`config.mk`:
```
export PLATFORM = sky130hd
export DESIGN_NAME = gbae_cell
export DESIGN_NICKNAME = d
export VERILOG_FILES = /design/src/rtl/gbae_pkg.sv /design/src/rtl/gbae_cell.sv
export SDC_FILE = /design/constraint.sdc
export NUM_CORES = 1
export LEC_CHECK = 0
export BUFFER_PORTS_ARGS = -buffer_cell sky130_fd_sc_hd__buf_2
export CORE_UTILIZATION = 45
export CTS_CLUSTER_SIZE = 8
export DETAILED_ROUTE_END_ITERATION = 12
export HOLD_SLACK_MARGIN = 0.05
export PLACE_DENSITY = 0.8
export REMOVE_ABC_BUFFERS = 1
export SLEW_MARGIN = 0
export SYNTH_ARGS = -nofsm -noshare
export SYNTH_HDL_FRONTEND = slang
export SYNTH_SLANG_ARGS = --single-unit
export TNS_END_PERCENT = 50
```
`constraint.sdc`:
```
create_clock -name clk -period 11.9 [get_ports clk]
set_input_delay 1.785 -clock clk [delete_from_list [all_inputs] [get_ports clk]]
set_output_delay 1.785 -clock clk [all_outputs]
set_load 0.1 [all_outputs]
```
`src/rtl/gbae_pkg.sv`:
```
// shared types and codes for the group-by aggregation engine
package gbae_pkg;

	// aggregate codes
	localparam logic [2:0] OP_COUNT = 3'd0;
	localparam logic [2:0] OP_SUM   = 3'd1;
	localparam logic [2:0] OP_MIN   = 3'd2;
	localparam logic [2:0] OP_MAX   = 3'd3;
	localparam logic [2:0] OP_AVG   = 3'd4;

	// configuration register indexes
	localparam logic REG_AGG_OP       = 1'b0;
	localparam logic REG_GROUP_ENABLE = 1'b1;

	// request codes
	localparam logic REQ_DATA = 1'b0;
	localparam logic REQ_END  = 1'b1;

	localparam int DIV_W = 48;

	typedef struct packed {
		logic               req_type;
		logic signed [31:0] group_key;
		logic signed [31:0] agg_value;
	} in_item_t;

	typedef struct packed {
		logic               row_valid;
		logic signed [31:0] out_key;
		logic signed [47:0] agg_result;
		logic               last_row;
		logic [31:0]        dropped_rows;
	} out_item_t;

	// one table entry held by a cell
	typedef struct packed {
		logic [31:0] key;
		logic [31:0] sum;
		logic [31:0] min;
		logic [31:0] max;
		logic [31:0] cnt;
	} entry_t;

	// per-cell control from the top level
	typedef struct packed {
		logic merge;
		logic open;
		logic shift;
	} cell_ctl_t;

endpackage

```
`src/rtl/gbae_cell.sv`:
```
// one table cell: holds a group entry, updates it, and shifts toward cell zero on flush
module gbae_cell (
	input  logic               clk,
	input  gbae_pkg::cell_ctl_t ctl,
	input  logic [31:0]        row_key,
	input  logic [31:0]        row_val,
	input  gbae_pkg::entry_t   nxt,
	output gbae_pkg::entry_t   ent,
	output logic               key_eq
);

	gbae_pkg::entry_t ent_q;

	assign ent    = ent_q;
	assign key_eq = (ent_q.key == row_key);

	// entry update: shift, open or merge
	always_ff @(posedge clk) begin
		if (ctl.shift) begin
			ent_q <= nxt;
		end else if (ctl.open) begin
			ent_q.key <= row_key;
			ent_q.sum <= row_val;
			ent_q.min <= row_val;
			ent_q.max <= row_val;
			ent_q.cnt <= 32'd1;
		end else if (ctl.merge) begin
			if (ent_q.cnt == 32'd0) begin
				ent_q.min <= row_val;
				ent_q.max <= row_val;
			end else begin
				if ($signed(row_val) < $signed(ent_q.min)) ent_q.min <= row_val;
				if ($signed(row_val) > $signed(ent_q.max)) ent_q.max <= row_val;
			end
			ent_q.sum <= ent_q.sum + row_val;
			ent_q.cnt <= ent_q.cnt + 32'd1;
		end
	end

endmodule

```
==> out/metrics.csv <==
metric;value;unit
Hold Worst Slack;0.717;ns
Clock Latency Late Sink;0.44;ns
vias in the first global route;9952;
GRT Resource Usage Total;0.270;
drt via density;5.48;
CTS Hold Buffers Added;0;
Most used DFF post-synth;edfxtp_1;
Slowest-stage cell, CP;buf_2;
clock slew at reported path FFs;0.08;ns
Final Hold Viols;0;
CP top delay family;simple AND/OR/NAND/NOR gates;
largest stage delay on the critical path;0.43;ns
Arr. time, crit path;3.20;ns
Reg2Reg Launch Point;ent[0]$_DFFE_PP_;
flip-flop count of the largest register after layout;160;
Worst Skew;0.0160;ns
Longest Clk Path Bufs;2;
DRC viols;0;
setup tns final;0;ns
synthesized area;11100;µm²
postcts setup bufs;0;
TritonCTS clock tree;done;
Slew headroom;0.303;
I/O Pins;389;
crit-path cells;buf_2 -> xor2_1 -> nor4_1 -> nand4_1 -> nor2_1 -> buf_2;
Hold EP;ent[30]$_DFFE_PP_;
HPWL after detailed placement;26.7;mm
unrepaired setup endpoints after global routing;false;
total number of vias;10300;
first-pass GRT wire length;53.1;mm
Worst-Margin Slew;1.04;ns
hold path cells;2;
ys async rst share;0;
post-synthesis cell count;1150;
Die Height;159;µm
Reg-to-Reg End;ent[69]$_DFFE_PP_;
final-report setup violation count;0;
leakage;0.00658;µW
post_cts resized;0;
initial antenna violation count;8;
most used cell, CP;buf_2;
Core Region;24200;µm²
EDFF count, synth;160;
Port Buffers;388;
Max Slew Vio Count;0;
wire per inst;18.4;µm
fin cells;1871;
Final ANT Viol Nets;0;
total CTS buffers;17;
die area;25200;µm²
critical path class;in -> out;
# rows;57;
Yosys warning total;0;
Tmin final;4.98;ns
max_cap viols;0;
Crit path buffers/inverters;2;
Critical Path Source Type;primary input;
share of cells above drive strength 1;0.308;
Hold WC Path Type;reg -> reg;
post-synth cell types;61;
clock sinks;160;
Die Wd;159;µm
placed insts;1832;
Pre-antenna DRT Iters;5;
CTS HTree Levels;4;
Peak Freq;201;MHz
Layout area overhead;25.9;%
FILL cells;2088;
pin count of the biggest net entering global routing;98;
Final Cycle Share;0.419;
Required @ worst endpoint;10.12;ns
sequential fraction of the synthesis area;0.434;
post-synthesis average cell area;9.62;µm²
VDD IR max;0.0875;mV
r2r setup slk;8.14;ns
min-delay src;ent[30]$_DFFE_PP_;
global placer's final weighted congestion;0.918;
flops & latches, synth;160;
CP Max Fanout;2;
Power Density;170;nW/µm²
Iter 0 DRT Violations;705;
clock root buffer;clkbuf_16;
Layout Nets;1852;
status;finished, final reports clean;
R2R cell count;9;
final WL;34.5;mm
gr ovfl total;0;
CP endpoint kind;primary output;
Initial Util;0.457;
per-stage QoR:
stage	utilization	area (µm²)	total power [µW]	setup slack (ns)
finish	0.576	13900	2360	6.92
global route	0.576	13900	2460	6.71
CTS	0.575	13900	2370	6.89
detailed placement	0.552	13300	1820	6.43
floorplan	-	10900	1590	4.47
global placement	0.552	13300	1810	6.53
cells in the mapped netlist, types with 2 or more instances:
library cell | n | area (µm²)
clkbuf_1 | 27 | 101
a21boi_1 | 2 | 15.0
mux2i_1 | 2 | 20.0
nor2_1 | 45 | 169
nor4b_1 | 2 | 17.5
or3_1 | 3 | 18.8
a211oi_1 | 4 | 30.0
nand3_1 | 18 | 90.1
nor3_1 | 12 | 60.1
xor2_1 | 56 | 490
and4_1 | 3 | 26.3
nand4_1 | 26 | 163
nor3b_1 | 4 | 30.0
o22ai_1 | 6 | 37.5
a21o_1 | 29 | 218
nand2_1 | 245 | 920
o31a_1 | 2 | 17.5
inv_1 | 78 | 293
buf_1 | 11 | 41.3
o21ai_1 | 13 | 65.1
mux2_1 | 4 | 45.0
ha_1 | 96 | 1200
xnor2_1 | 30 | 263
o21ai_0 | 50 | 250
nor4_1 | 19 | 119
a221oi_1 | 2 | 17.5
o21a_1 | 19 | 143
a22o_1 | 3 | 26.3
edfxtp_1 | 160 | 4800
and2_4 | 2 | 17.5
or4_1 | 2 | 15.0
mux2_2 | 35 | 394
and3_1 | 12 | 75.1
a21oi_1 | 56 | 280
a22oi_1 | 6 | 45.0
nor2b_1 | 6 | 37.5
o211ai_1 | 12 | 90.1
and2_1 | 4 | 25.0
a31oi_1 | 10 | 62.6
o31ai_1 | 5 | 37.5
nand2b_1 | 5 | 31.3
o21bai_1 | 5 | 37.5
placed cells by master, fill, tap and decap left out, types with 4 or more instances in the layout:
| cell | count |
|---|---|
| a22oi_1 | 6 |
| o21a_1 | 19 |
| o21bai_1 | 5 |
| a21oi_1 | 56 |
| buf_4 | 8 |
| nand2_1 | 245 |
| a21o_1 | 29 |
| nand4_1 | 26 |
| and3_1 | 12 |
| clkinvlp_4 | 4 |
| diode_2 | 8 |
| inv_1 | 75 |
| xnor2_1 | 30 |
| mux2_2 | 35 |
| o22ai_1 | 6 |
| ha_1 | 96 |
| xor2_1 | 56 |
| mux2_1 | 4 |
| nor3_1 | 11 |
| buf_2 | 387 |
| o21ai_1 | 13 |
| a31oi_1 | 10 |
| nor4_1 | 19 |
| o31ai_1 | 5 |
| o211ai_1 | 12 |
| nand3_1 | 18 |
| nand2b_1 | 5 |
| nor2_1 | 45 |
| inv_6 | 6 |
| and2_1 | 4 |
| o21ai_0 | 50 |
| nor2b_1 | 6 |
| a211oi_1 | 4 |
| edfxtp_1 | 160 |
| clkbuf_16 | 17 |
| nor3b_1 | 4 |
logic make-up (layout without fill, tap and decap cells):
kind of cell    Yosys count  after routing  synth area share
mux                      41             41            0.0415
fa+ha+maj                97             97             0.110
flops                   160            160             0.434
simple gates            412            412             0.167
buf+inv                 116            505            0.0394
compound gates          238            238             0.139
other cells               0              8                 0
xor+xnor                 86             86            0.0681
routing by layer:
metal,vias to the layer above,GRT usage,part of all wire
met3,60,0.0674,0.083
met2,488,0.459,0.49
met4,2,0.107,0.031
li1,4913,-,-
met5,-,0,0.00038
met1,4789,0.328,0.40
where the power goes:
| part | leakage (µW) | internal [µW] | switching [µW] |
|---|---|---|---|
| Sequential | 0.00168 | 712 | 57.6 |
| Clock | 0.000263 | 292 | 254 |
| Combinational | 0.00464 | 242 | 805 |
| Total | 0.00658 | 1250 | 1120 |
final cells by class:
type / count / area [µm²] / share of cell area
inverter: 78 / 293 / 0.0210
timing repair buffer: 396 / 2010 / 0.144
tap: 324 / 405 / 0.0291
antenna: 8 / 20.0 / 0.00144
sequential: 160 / 4800 / 0.345
clock buffer: 18 / 429 / 0.0308
clock inverter: 13 / 129 / 0.00926
multi-input combinational: 874 / 5830 / 0.419
worst register-to-register path, delay by kind of cell, from the launching register on:
family | cells | cell delay, ns
flops | 1 | 0.49
buf+inv | 2 | 0.54
compound gates | 1 | 0.62
simple gates | 4 | 1.33
fa+ha+maj | 1 | 0.15
mux | 1 | 0.31
worst max-delay path by stage:
| stage | slack (ns) | to | cells after the start | start |
|---|---|---|---|---|
| 2_1_floorplan | 4.47 | ent[32]$_DFFE_PP_ | 4 | ctl[0] |
| 3_3_place_gp | 6.53 | ent[58]$_DFFE_PP_ | 9 | ctl[0] |
| 3_5_place_dp | 6.43 | ent[55]$_DFFE_PP_ | 9 | ctl[0] |
| 4_1_cts | 6.89 | ent[45]$_DFFE_PP_ | 9 | ctl[0] |
| 5_1_grt | 6.71 | ent[51]$_DFFE_PP_ | 9 | ctl[0] |
| 6_report | 6.92 | key_eq | 6 | row_key[4] |
Power figures use the tool's default switching activity.
