## src/rtl/gbae_pkg.sv

```systemverilog
// shared types and codes for the group-by aggregation engine
package gbae_pkg;

	// aggregate codes
	localparam logic [2:0] OP_COUNT = 3'd0;
	localparam logic [2:0] OP_SUM   = 3'd1;
	localparam logic [2:0] OP_MIN   = 3'd2;
	localparam logic [2:0] OP_MAX   = 3'd3;
	localparam logic [2:0] OP_AVG   = 3'd4;

	// configuration register indexes
	localparam logic REG_AGG_OP       = 1'b0;
	localparam logic REG_GROUP_ENABLE = 1'b1;

	// request codes
	localparam logic REQ_DATA = 1'b0;
	localparam logic REQ_END  = 1'b1;

	localparam int DIV_W = 48;

	typedef struct packed {
		logic               req_type;
		logic signed [31:0] group_key;
		logic signed [31:0] agg_value;
	} in_item_t;

	typedef struct packed {
		logic               row_valid;
		logic signed [31:0] out_key;
		logic signed [47:0] agg_result;
		logic               last_row;
		logic [31:0]        dropped_rows;
	} out_item_t;

	// one table entry held by a cell
	typedef struct packed {
		logic [31:0] key;
		logic [31:0] sum;
		logic [31:0] min;
		logic [31:0] max;
		logic [31:0] cnt;
	} entry_t;

	// per-cell control from the top level
	typedef struct packed {
		logic merge;
		logic open;
		logic shift;
	} cell_ctl_t;

endpackage

```

## src/rtl/gbae_div.sv

```systemverilog
// restoring divider, one quotient bit per cycle, for the average
module gbae_div (
	input  logic        clk,
	input  logic        arst_n,
	input  logic        start,
	input  logic [47:0] dividend,
	input  logic [31:0] divisor,
	output logic        done,
	output logic [47:0] quot
);

	localparam int CW = $clog2(gbae_pkg::DIV_W + 1);

	logic [31:0]   rem_q;
	logic [47:0]   quo_q;
	logic [31:0]   dsr_q;
	logic [CW-1:0] cnt_q;
	logic          busy_q;
	logic          done_q;
	logic [32:0]   sh;
	logic [32:0]   diff;

	assign sh   = {rem_q, quo_q[47]};
	assign diff = sh - {1'b0, dsr_q};
	assign done = done_q;
	assign quot = quo_q;

	// iteration control
	always_ff @(posedge clk or negedge arst_n) begin
		if (!arst_n) begin
			busy_q <= 1'b0;
			done_q <= 1'b0;
			cnt_q  <= '0;
		end else begin
			done_q <= 1'b0;
			if (start) begin
				busy_q <= 1'b1;
				cnt_q  <= CW'(gbae_pkg::DIV_W);
			end else if (busy_q) begin
				cnt_q <= cnt_q - CW'(1);
				if (cnt_q == CW'(1)) begin
					busy_q <= 1'b0;
					done_q <= 1'b1;
				end
			end
		end
	end

	// datapath
	always_ff @(posedge clk) begin
		if (start) begin
			rem_q <= '0;
			quo_q <= dividend;
			dsr_q <= divisor;
		end else if (busy_q) begin
			if (!diff[32]) begin
				rem_q <= diff[31:0];
				quo_q <= {quo_q[46:0], 1'b1};
			end else begin
				rem_q <= sh[31:0];
				quo_q <= {quo_q[46:0], 1'b0};
			end
		end
	end

endmodule

```

## config.mk

```make
export PLATFORM = sky130hd
export DESIGN_NAME = gbae_div
export DESIGN_NICKNAME = d
export VERILOG_FILES = /design/src/rtl/gbae_pkg.sv /design/src/rtl/gbae_div.sv
export SDC_FILE = /design/constraint.sdc
export NUM_CORES = 1
export LEC_CHECK = 0
export CAP_MARGIN = 20
export CORE_ASPECT_RATIO = 1.2
export CORE_UTILIZATION = 40
export DETAILED_ROUTE_END_ITERATION = 8
export DONT_BUFFER_PORTS = 1
export SETUP_SLACK_MARGIN = 0.15
export SLEW_MARGIN = 20
export SYNTH_ARGS = -nofsm -noshare
export SYNTH_HDL_FRONTEND = slang
export SYNTH_SLANG_ARGS = --single-unit
```

## constraint.sdc

```tcl
create_clock -name clk -period 3.5 [get_ports clk]
set_clock_uncertainty 0.15 [all_clocks]
set_input_delay 0.35 -clock clk [delete_from_list [all_inputs] [get_ports clk]]
set_output_delay 0.35 -clock clk [all_outputs]
set_load 0.005 [all_outputs]
```

==> results.json, run 1 <==
{
  "status": "complete, no violations",
  "gp_congestion": 0.819,
  "grt_pass1_vias": 5217,
  "synth_fp_nets": 733,
  "synthTopCellsByCount": "nand2_1 (81), edfxtp_1 (80), nor2_1 (48)",
  "fin_crit_ns": 3.33,
  "grt.total_usage": 0.189,
  "die_h_um": 142,
  "rsz0062_at_grt": "true",
  "root_buffer": "clkbuf_16",
  "drv_slew": 0,
  "min_from": "dividend[3]",
  "diodes": 0,
  "yosysMostFrequentCell": "nand2_1",
  "cts_tree": "built",
  "viasPerCell": 5.39,
  "die_w_um": 119,
  "dr.pass1.iters": 4,
  "worst_slack_ns": 0.172,
  "area_growth_pct": 30.0,
  "critical_path.slowest_cell": "or4_1",
  "path_cells": "ha_1 -> a21o_1 -> a21o_1 -> a221o_1 -> o2111ai_2 -> a21oi_2 -> a31o_1 -> buf_4 -> xnor2_4 -> or4_1 -> a311oi_1",
  "antenna_found_initial": 0,
  "wl_per_cell_um": 16.7,
  "numCtsBuffers": 17,
  "ant_nets": 0,
  "finalCritPeriodShare": 0.951,
  "grt_pass1_wl_um": 25400,
  "critical_path_class": "reg2reg",
  "nets": 829,
  "peakVddDrop_mv": 0.352,
  "synthesis.area_sq_um": 6560,
  "cp-start-kind": "register",
  "drive_gt1_frac": 0.199,
  "cpLargestDelayFamily": "compound AO/OA/AOI/OAI gates",
  "hpwlAfterDp_um": 9480,
  "synth_flop_cell": "edfxtp_1",
  "crit_start": "rem_q[12]$_SDFFE_PP0P_",
  "crit_arrival_ns": 3.51,
  "grt_max_degree": 63,
  "syn_avg_cell_area_sq_um": 10.7,
  "io-pin-count": 132,
  "crit_required_ns": 3.68,
  "p_leak_nw": 3.54,
  "synth_top_area_frac": 0.366,
  "core_sq_um": 15800,
  "final_util": 0.538,
  "filler_cell_count": 1366,
  "setup_violations": 0,
  "clock-sinks": 120,
  "cp_common_cell": "a21o_1",
  "worst_slew_pin_slew_ns": 0.979,
  "clk_path_buf_depth": 2,
  "hp-class": "in2reg",
  "synth_cell_type_count": 61,
  "synth_compound_area_frac": 0.143,
  "synth-xor-area-share": 0.0437,
  "yosysWarnings": 0,
  "p_per_area_nw_per_um2": 730,
  "slew_headroom": 0.346,
  "port_buffers": 0,
  "maxCapViolCount": 0,
  "synth_top_family_by_area": "compound AO/OA/AOI/OAI gates",
  "grt_overflow_total": 0,
  "synth_largest_area_cell": "edfxtp_1",
  "synthAdderAreaFrac": 0.0680,
  "yosys.area_share.simple": 0.126,
  "clkLatencyLatePin_ns": 0.42,
  "cp_max_fo": 5,
  "seq_area_frac_synth": 0.495,
  "htree_levels": 4,
  "async_reset_ff_frac": 0.0667,
  "timing.critical_path.buf_inv": 1,
  "num_vias": 5019,
  "syn_inst": 615,
  "synth.mux.area_fraction": 0.0807,
  "r2r_start": "rem_q[12]$_SDFFE_PP0P_",
  "synth-edff-count": 80,
  "ys_ff_latch": 120,
  "initial_core_util": 0.414,
  "drcViolationCount": 0,
  "worst_path_largest_cell_delay_ns": 0.47,
  "place_ws_ns": 0.0466,
  "rows": 50,
  "setup_tns_ns": 0,
  "drt-initial-drc-count": 206,
  "final-hold-violation-count": 0,
  "wl_um": 15600,
  "timing.fmax_mhz": 300,
  "cts.reportedPaths.clkPinSlew_ns": 0.07,
  "fp.dieArea_sq_um": 16900,
  "synth.area.top_cells": "edfxtp_1 (37%), dfxtp_1 (9.8%), mux2_2 (8.1%)",
  "cp-end-kind": "register"
}
==> what timing repair did <==
item	in CTS	in global routing
endpoints found under the setup margin	31	33
endpoints found under the hold margin	146	1
hold buffers	81	1
gates resized for setup	12	31
cloned	2	2
pin swaps	10	29
buffers inserted	5	4
==> sequential cells by signal (all words and copies together) (netlist names) <==
register  cells
busy_q        1
cnt_q         6
done          1
dsr_q        32
quot         48
rem_q        32
==> final cells by class <==
class / instances / area (sq um) / share of cell area
Inverter: 43 / 161 / 0.0189
Tap cell: 208 / 260 / 0.0305
Multi-Input combinational cell: 423 / 3200 / 0.376
Sequential cell: 120 / 3240 / 0.381
Clock buffer: 17 / 425 / 0.0499
Timing Repair Buffer: 106 / 1070 / 0.126
Clock inverter: 15 / 154 / 0.0181
==> worst paths after layout <==
check                           cells past startpoint  slack [ns]                      to
worst max-delay path                               11        0.17  rem_q[17]$_SDFFE_PP0P_
worst min-delay path                                1        0.01       quot[3]$_DFFE_PP_
worst max register to register                     11        0.17  rem_q[17]$_SDFFE_PP0P_
worst min register to register                      2        0.35  rem_q[22]$_SDFFE_PP0P_
max in group asynchronous                           1        2.76        busy_q$_DFF_PN0_
min in group asynchronous                           1        0.14    cnt_q[1]$_DFFE_PN0P_
==> cells by family after synthesis <==
group | Yosys count
and+or+nand+nor | 185
muxes | 47
AOI/OAI and AO/OA | 125
DFF | 120
xor gates and xnor gates | 31
buffers and inverters | 72
adders and majority gates | 35
==> cells in the final DEF (no fill, tap or decap), types with 10 or more instances in the layout <==
| cell | instances |
|---|---|
| a21o_1 | 19 |
| a21oi_1 | 23 |
| a311oi_1 | 18 |
| a311oi_2 | 11 |
| buf_4 | 15 |
| clkbuf_16 | 18 |
| dfxtp_1 | 32 |
| dlygate4sd3_1 | 81 |
| edfxtp_1 | 80 |
| ha_1 | 33 |
| inv_1 | 41 |
| mux2_2 | 47 |
| nand2_1 | 70 |
| nand2_2 | 10 |
| nor2_1 | 47 |
| nor3_1 | 10 |
| o21ai_0 | 11 |
| xnor2_1 | 19 |
| xor2_1 | 10 |
==> stage by stage <==
step,hold WS [ns],instances,area [sq um],total power (W)
after global routing,0.00149,932,8520,0.00659
after global placement,-0.0954,805,6810,0.00398
after floorplan,-0.0956,615,6580,0.00355
after CTS,0.000937,925,8320,0.00598
final,0.0122,932,8520,0.00622
after detailed placement,-0.0954,805,6810,0.00401
==> report_power, final <==
part           switching, W  total [W]  internal (W)
logic               0.00130    0.00248       0.00118
clock network      0.000715    0.00172       0.00101
registers          0.000229    0.00202       0.00179
total               0.00224    0.00622       0.00398
==> metal layers <==
metal	GRT usage	share of wire	wire length, um
met1	0.218	0.42	6510
met2	0.335	0.52	8060
met3	0.0529	0.052	808
met4	0.0666	0.012	191
met5	0	0	0
Note: power is estimated with default switching activity, not from simulation.
==> run 2: changes to the inputs <==
--- a/config.mk
+++ b/config.mk
@@ -10,6 +10,7 @@
 export CORE_UTILIZATION = 40
 export DETAILED_ROUTE_END_ITERATION = 8
 export DONT_BUFFER_PORTS = 1
+export HOLD_SLACK_MARGIN = 0.12
 export SETUP_SLACK_MARGIN = 0.15
 export SLEW_MARGIN = 20
 export SYNTH_ARGS = -nofsm -noshare
==> results.json, run 2 (synthesis results as in run 1) <==
{
  "status": "complete, no violations",
  "layout_common_cells": "dlygate4sd3_1 (140), edfxtp_1 (80), nand2_1 (75)",
  "drive_gt1_frac": 0.177,
  "p_leak_nw": 3.77,
  "port_buffers": 0,
  "area_growth_pct": 38.3,
  "cp_max_fo": 8,
  "top_layer": "met4",
  "die_h_um": 142,
  "clock-sinks": 120,
  "antenna_found_initial": 1,
  "maxCapViolCount": 0,
  "wl_met3_um": 906,
  "total_power_w": 0.00624,
  "io-pin-count": 132,
  "final_area_sq_um": 9070,
  "cp_common_cell": "buf_6",
  "crit_required_ns": 3.66,
  "final-hold-violation-count": 0,
  "viasPerCell": 5.38,
  "ant_nets": 0,
  "cp-start-kind": "register",
  "place_area_sq_um": 6810,
  "met2_length_um": 8820,
  "final_common_cell": "dlygate4sd3_1",
  "grt_max_degree": 62,
  "fp.dieArea_sq_um": 16900,
  "drt-initial-drc-count": 225,
  "path_cells": "inv_2 -> ha_4 -> fa_2 -> nand2b_4 -> a21oi_4 -> o41ai_4 -> nor3_2 -> o2111ai_2 -> a21oi_2 -> a31o_1 -> buf_6 -> xor2_4 -> buf_6 -> nand2_1 -> a311oi_1",
  "cpLargestDelayFamily": "compound AO/OA/AOI/OAI gates",
  "slew_headroom": 0.337,
  "filler_cell_count": 1297,
  "largest_reg_flops": 48,
  "htree_levels": 4,
  "peakVddDrop_mv": 0.335,
  "wl_met1_um": 7000,
  "worst_path_largest_cell_delay_ns": 0.39,
  "numCtsBuffers": 17,
  "drv_slew": 0,
  "timing.fmax_mhz": 302,
  "grt_overflow_total": 0,
  "setup_tns_ns": 0,
  "whs_ns": 0.131,
  "clkLatencyLatePin_ns": 0.42,
  "rows": 50,
  "critical_path_class": "reg2reg",
  "multi_input_area_sq_um": 3200,
  "setup_violations": 0,
  "finalCritPeriodShare": 0.948,
  "worst_slew_pin_slew_ns": 0.993,
  "critical_path.slowest_cell": "edfxtp_1",
  "crit_arrival_ns": 3.48,
  "grt_pass1_vias": 5589,
  "hpwlAfterDp_um": 9480,
  "fin_crit_ns": 3.32,
  "clk_path_buf_depth": 2,
  "timing.critical_path.buf_inv": 3,
  "drcViolationCount": 0,
  "hp-class": "in2async",
  "cp-end-kind": "register",
  "die_w_um": 119,
  "core_sq_um": 15800,
  "place_ws_ns": 0.0466,
  "wl_um": 17100,
  "nets": 885,
  "rsz0062_at_grt": "true",
  "p_per_area_nw_per_um2": 688,
  "dr.pass1.iters": 4,
  "grt_pass1_wl_um": 27800,
  "num_vias": 5320,
  "cts.reportedPaths.clkPinSlew_ns": 0.07,
  "initial_core_util": 0.414,
  "gp_congestion": 0.819,
  "cts_tree": "built",
  "grt.total_usage": 0.209,
  "root_buffer": "clkbuf_16",
  "wl_per_cell_um": 17.3,
  "worst_slack_ns": 0.184,
  "regArea_sq_um": 3240
}
## run 2: cell type report
| type | instances | area share |
|---|---|---|
| diodes | 1 | 0.000276 |
| clock buffers | 17 | 0.0469 |
| clock inverters | 15 | 0.0170 |
| inverters | 43 | 0.0178 |
| multi-input cells | 423 | 0.353 |
| flip-flops and latches | 120 | 0.358 |
| well taps | 208 | 0.0287 |
| repair buffers | 162 | 0.178 |
## run 2: worst register-to-register path, cell delays in order (launching register included)
cell,delay [ns]
edfxtp_1,0.39
inv_2,0.07
ha_4,0.17
fa_2,0.34
nand2b_4,0.16
a21oi_4,0.16
o41ai_4,0.10
nor3_2,0.18
o2111ai_2,0.16
a21oi_2,0.19
a31o_1,0.24
buf_6,0.14
xor2_4,0.24
buf_6,0.20
nand2_1,0.07
a311oi_1,0.27
## run 2: metal layers
| layer | global-route usage | vias to the layer above |
|---|---|---|
| li1 | - | 2566 |
| met1 | 0.236 | 2558 |
| met2 | 0.368 | 167 |
| met3 | 0.0573 | 29 |
| met4 | 0.0959 | 0 |
| met5 | 0 | - |
## run 2: what timing repair did
| action | in CTS | in global routing |
|---|---|---|
| setup endpoints to repair | 31 | 33 |
| buffers inserted | 5 | 3 |
| hold buffers | 141 | 0 |
| resized for setup | 12 | 25 |
| gates cloned | 2 | 0 |
| pin swaps | 10 | 22 |
| endpoints found under the hold margin | 158 | 0 |
## run 2: final timing paths
check | startpoint | to | slack, ns | cells after the start
worst max register to register | quot[47]$_DFFE_PP_ | rem_q[7]$_SDFFE_PP0P_ | 0.18 | 15
max in group asynchronous | arst_n | busy_q$_DFF_PN0_ | 2.77 | 1
min in group clk | start | rem_q[16]$_SDFFE_PP0P_ | 0.18 | 2
worst min register to register | rem_q[21]$_SDFFE_PP0P_ | rem_q[22]$_SDFFE_PP0P_ | 0.35 | 2
worst max-delay path | quot[47]$_DFFE_PP_ | rem_q[7]$_SDFFE_PP0P_ | 0.18 | 15
worst min-delay path | arst_n | cnt_q[1]$_DFFE_PN0P_ | 0.13 | 1
## run 2: stage by stage
stage | utilization | std cells
2_1_floorplan | - | 615
3_3_place_gp | 0.430 | 805
3_5_place_dp | 0.430 | 805
4_1_cts | 0.563 | 985
5_1_grt | 0.573 | 989
6_report | 0.573 | 989
## run 2: report_power, final
group | total [W] | internal, W | switching (W)
clock | 0.00174 | 0.00101 | 0.000736
combinational | 0.00247 | 0.00118 | 0.00129
sequential | 0.00203 | 0.00179 | 0.000234
==> run 3: changes to the inputs <==
--- a/config.mk
+++ b/config.mk
@@ -7,10 +7,11 @@
 export LEC_CHECK = 0
 export CAP_MARGIN = 20
 export CORE_ASPECT_RATIO = 1.2
-export CORE_UTILIZATION = 40
+export CORE_UTILIZATION = 57
 export DETAILED_ROUTE_END_ITERATION = 8
 export DONT_BUFFER_PORTS = 1
 export HOLD_SLACK_MARGIN = 0.12
+export PLACE_DENSITY = 0.75
 export SETUP_SLACK_MARGIN = 0.15
 export SLEW_MARGIN = 20
 export SYNTH_ARGS = -nofsm -noshare
==> results.json, run 3 (synthesis results as in run 1) <==
{
  "status": "complete, no violations",
  "dr.pass1.iters": 7,
  "core_sq_um": 11100,
  "p_leak_nw": 3.52,
  "root_buffer": "clkbuf_16",
  "cp-end-kind": "register",
  "numCtsBuffers": 17,
  "critical_path_class": "reg2reg",
  "wl_per_cell_um": 20.0,
  "largest_reg_flops": 48,
  "htree_levels": 4,
  "drv_slew": 0,
  "layout.cells.non_filler": 881,
  "num_vias": 5310,
  "rsz0062_at_grt": "true",
  "grt_overflow_total": 0,
  "final-hold-violation-count": 0,
  "viasPerCell": 6.03,
  "slew_headroom": 0.349,
  "drive_gt1_frac": 0.193,
  "hpwlAfterDp_um": 9170,
  "layout_common_cells": "dlygate4sd3_1 (82), edfxtp_1 (80), nand2_1 (77)",
  "cpLargestDelayFamily": "compound AO/OA/AOI/OAI gates",
  "grt_pass1_vias": 5389,
  "clk_path_buf_depth": 2,
  "critical_path.slowest_cell": "edfxtp_1",
  "cp_common_cell": "buf_6",
  "antenna_found_initial": 0,
  "gp_congestion": 0.892,
  "clock-sinks": 120,
  "comb_power_share": 0.389,
  "cp_max_fo": 8,
  "finalCritPeriodShare": 0.966,
  "io-pin-count": 132,
  "dp.cells": 752,
  "p_sw_w": 0.00231,
  "peakVddDrop_mv": 0.435,
  "crit_required_ns": 3.66,
  "diodes": 0,
  "grt_max_degree": 121,
  "whs_ns": 0.137,
  "initial_core_util": 0.591,
  "clkPwrFrac": 0.285,
  "grt_pass1_wl_um": 26800,
  "wl_um": 17600,
  "crit_arrival_ns": 3.54,
  "fp.dieArea_sq_um": 11900,
  "setup_tns_ns": 0,
  "hp-class": "in2async",
  "setup_violations": 0,
  "clkLatencyLatePin_ns": 0.42,
  "p_per_area_nw_per_um2": 740,
  "p_seq_frac": 0.326,
  "worst_slew_pin_slew_ns": 0.975,
  "maxCapViolCount": 0,
  "drt-initial-drc-count": 447,
  "fin_crit_ns": 3.38,
  "path_cells": "inv_1 -> ha_4 -> fa_2 -> nand2b_4 -> a21oi_4 -> o41ai_4 -> nor3_2 -> o2111ai_2 -> a21oi_2 -> a31o_4 -> buf_6 -> xor2_4 -> buf_6 -> nand3b_1 -> a311oi_2",
  "die_w_um": 99.9,
  "port_buffers": 0,
  "worst_path_largest_cell_delay_ns": 0.36,
  "intPower_w": 0.00397,
  "cts_tree": "built",
  "timing.fmax_mhz": 296,
  "rows": 42,
  "grt.total_usage": 0.295,
  "total_power_w": 0.00628,
  "final_common_cell": "dlygate4sd3_1",
  "nets": 832,
  "die_h_um": 119,
  "ant_nets": 0,
  "area_growth_pct": 29.4,
  "swShare": 0.368,
  "drcViolationCount": 0,
  "cts.reportedPaths.clkPinSlew_ns": 0.06,
  "timing.critical_path.buf_inv": 3,
  "cp-start-kind": "register"
}
[run 3: cell types whose count changed in the layout (fill, tap and decap cells not counted), moves of 2 or more]
| cell | before | now |
|---|---|---|
| buf_4 | 15 | 20 |
| nand2_1 | 75 | 77 |
| a311oi_1 | 20 | 24 |
| inv_6 | 8 | 4 |
| a311oi_2 | 9 | 4 |
| dlygate4sd3_1 | 140 | 82 |
| clkinvlp_4 | 0 | 4 |
[run 3: power groups by stage]
stage | Clock, W | Combinational (W) | Sequential, W
2_1_floorplan | 0 | 0.00158 | 0.00197
3_3_place_gp | 0 | 0.00189 | 0.00202
3_5_place_dp | 0 | 0.00194 | 0.00203
4_1_cts | 0.00178 | 0.00217 | 0.00202
5_1_grt | 0.00186 | 0.00265 | 0.00207
6_report | 0.00179 | 0.00245 | 0.00205
[run 3: final cells by class]
class	instances	area, sq um
flip-flops and latches	120	3240
multi-input cells	423	3220
fillers	664	2610
repair buffers	109	1070
clock buffers	18	429
well taps	154	193
clock inverters	14	165
inverters	43	161
[run 3: path summary, 6_finish.rpt]
kind,start,endpoint,slack [ns],cells past startpoint
max,quot[47]$_DFFE_PP_,rem_q[29]$_SDFFE_PP0P_,0.12,15
min,arst_n,busy_q$_DFF_PN0_,0.14,1
max reg2reg,quot[47]$_DFFE_PP_,rem_q[29]$_SDFFE_PP0P_,0.12,15
min reg2reg,rem_q[4]$_SDFFE_PP0P_,rem_q[5]$_SDFFE_PP0P_,0.34,2
max in group asynchronous,arst_n,busy_q$_DFF_PN0_,2.77,1
min in group clk,start,dsr_q[23]$_DFFE_PP_,0.21,1
[run 3: repair_timing]
item | 4_1_cts | 5_1_grt
pin swaps | 8 | 22
hold buffers | 83 | 0
buffers inserted | 6 | 6
endpoints found under the setup margin | 29 | 33
hold endpoints to repair | 158 | 0
cloned | 1 | 1
gates resized for setup | 13 | 28
[run 3: metrics by stage]
step	setup WS [ns]	instance area [sq um]	utilization
after CTS	0.154	8290	0.748
after global placement	0.173	6740	0.608
after floorplan	0.154	6580	-
after detailed placement	0.0377	6740	0.608
after global routing	-0.0216	8480	0.765
final	0.117	8480	0.765
[run 3: worst register-to-register path, cell delays in order (launching register included)]
cell	delay [ns]
edfxtp_1	0.36
inv_1	0.09
ha_4	0.17
fa_2	0.33
nand2b_4	0.16
a21oi_4	0.19
o41ai_4	0.11
nor3_2	0.19
o2111ai_2	0.16
a21oi_2	0.22
a31o_4	0.21
buf_6	0.13
xor2_4	0.23
buf_6	0.19
nand3b_1	0.11
a311oi_2	0.27
[run 3: per-layer routing]
layer  wire length, um  vias to the layer above  track usage
li1                  -                     2458            -
met1              6700                     2560        0.334
met2              9050                      238        0.507
met3              1220                       54       0.0827
met4               607                        0        0.146
met5                 0                        -            0
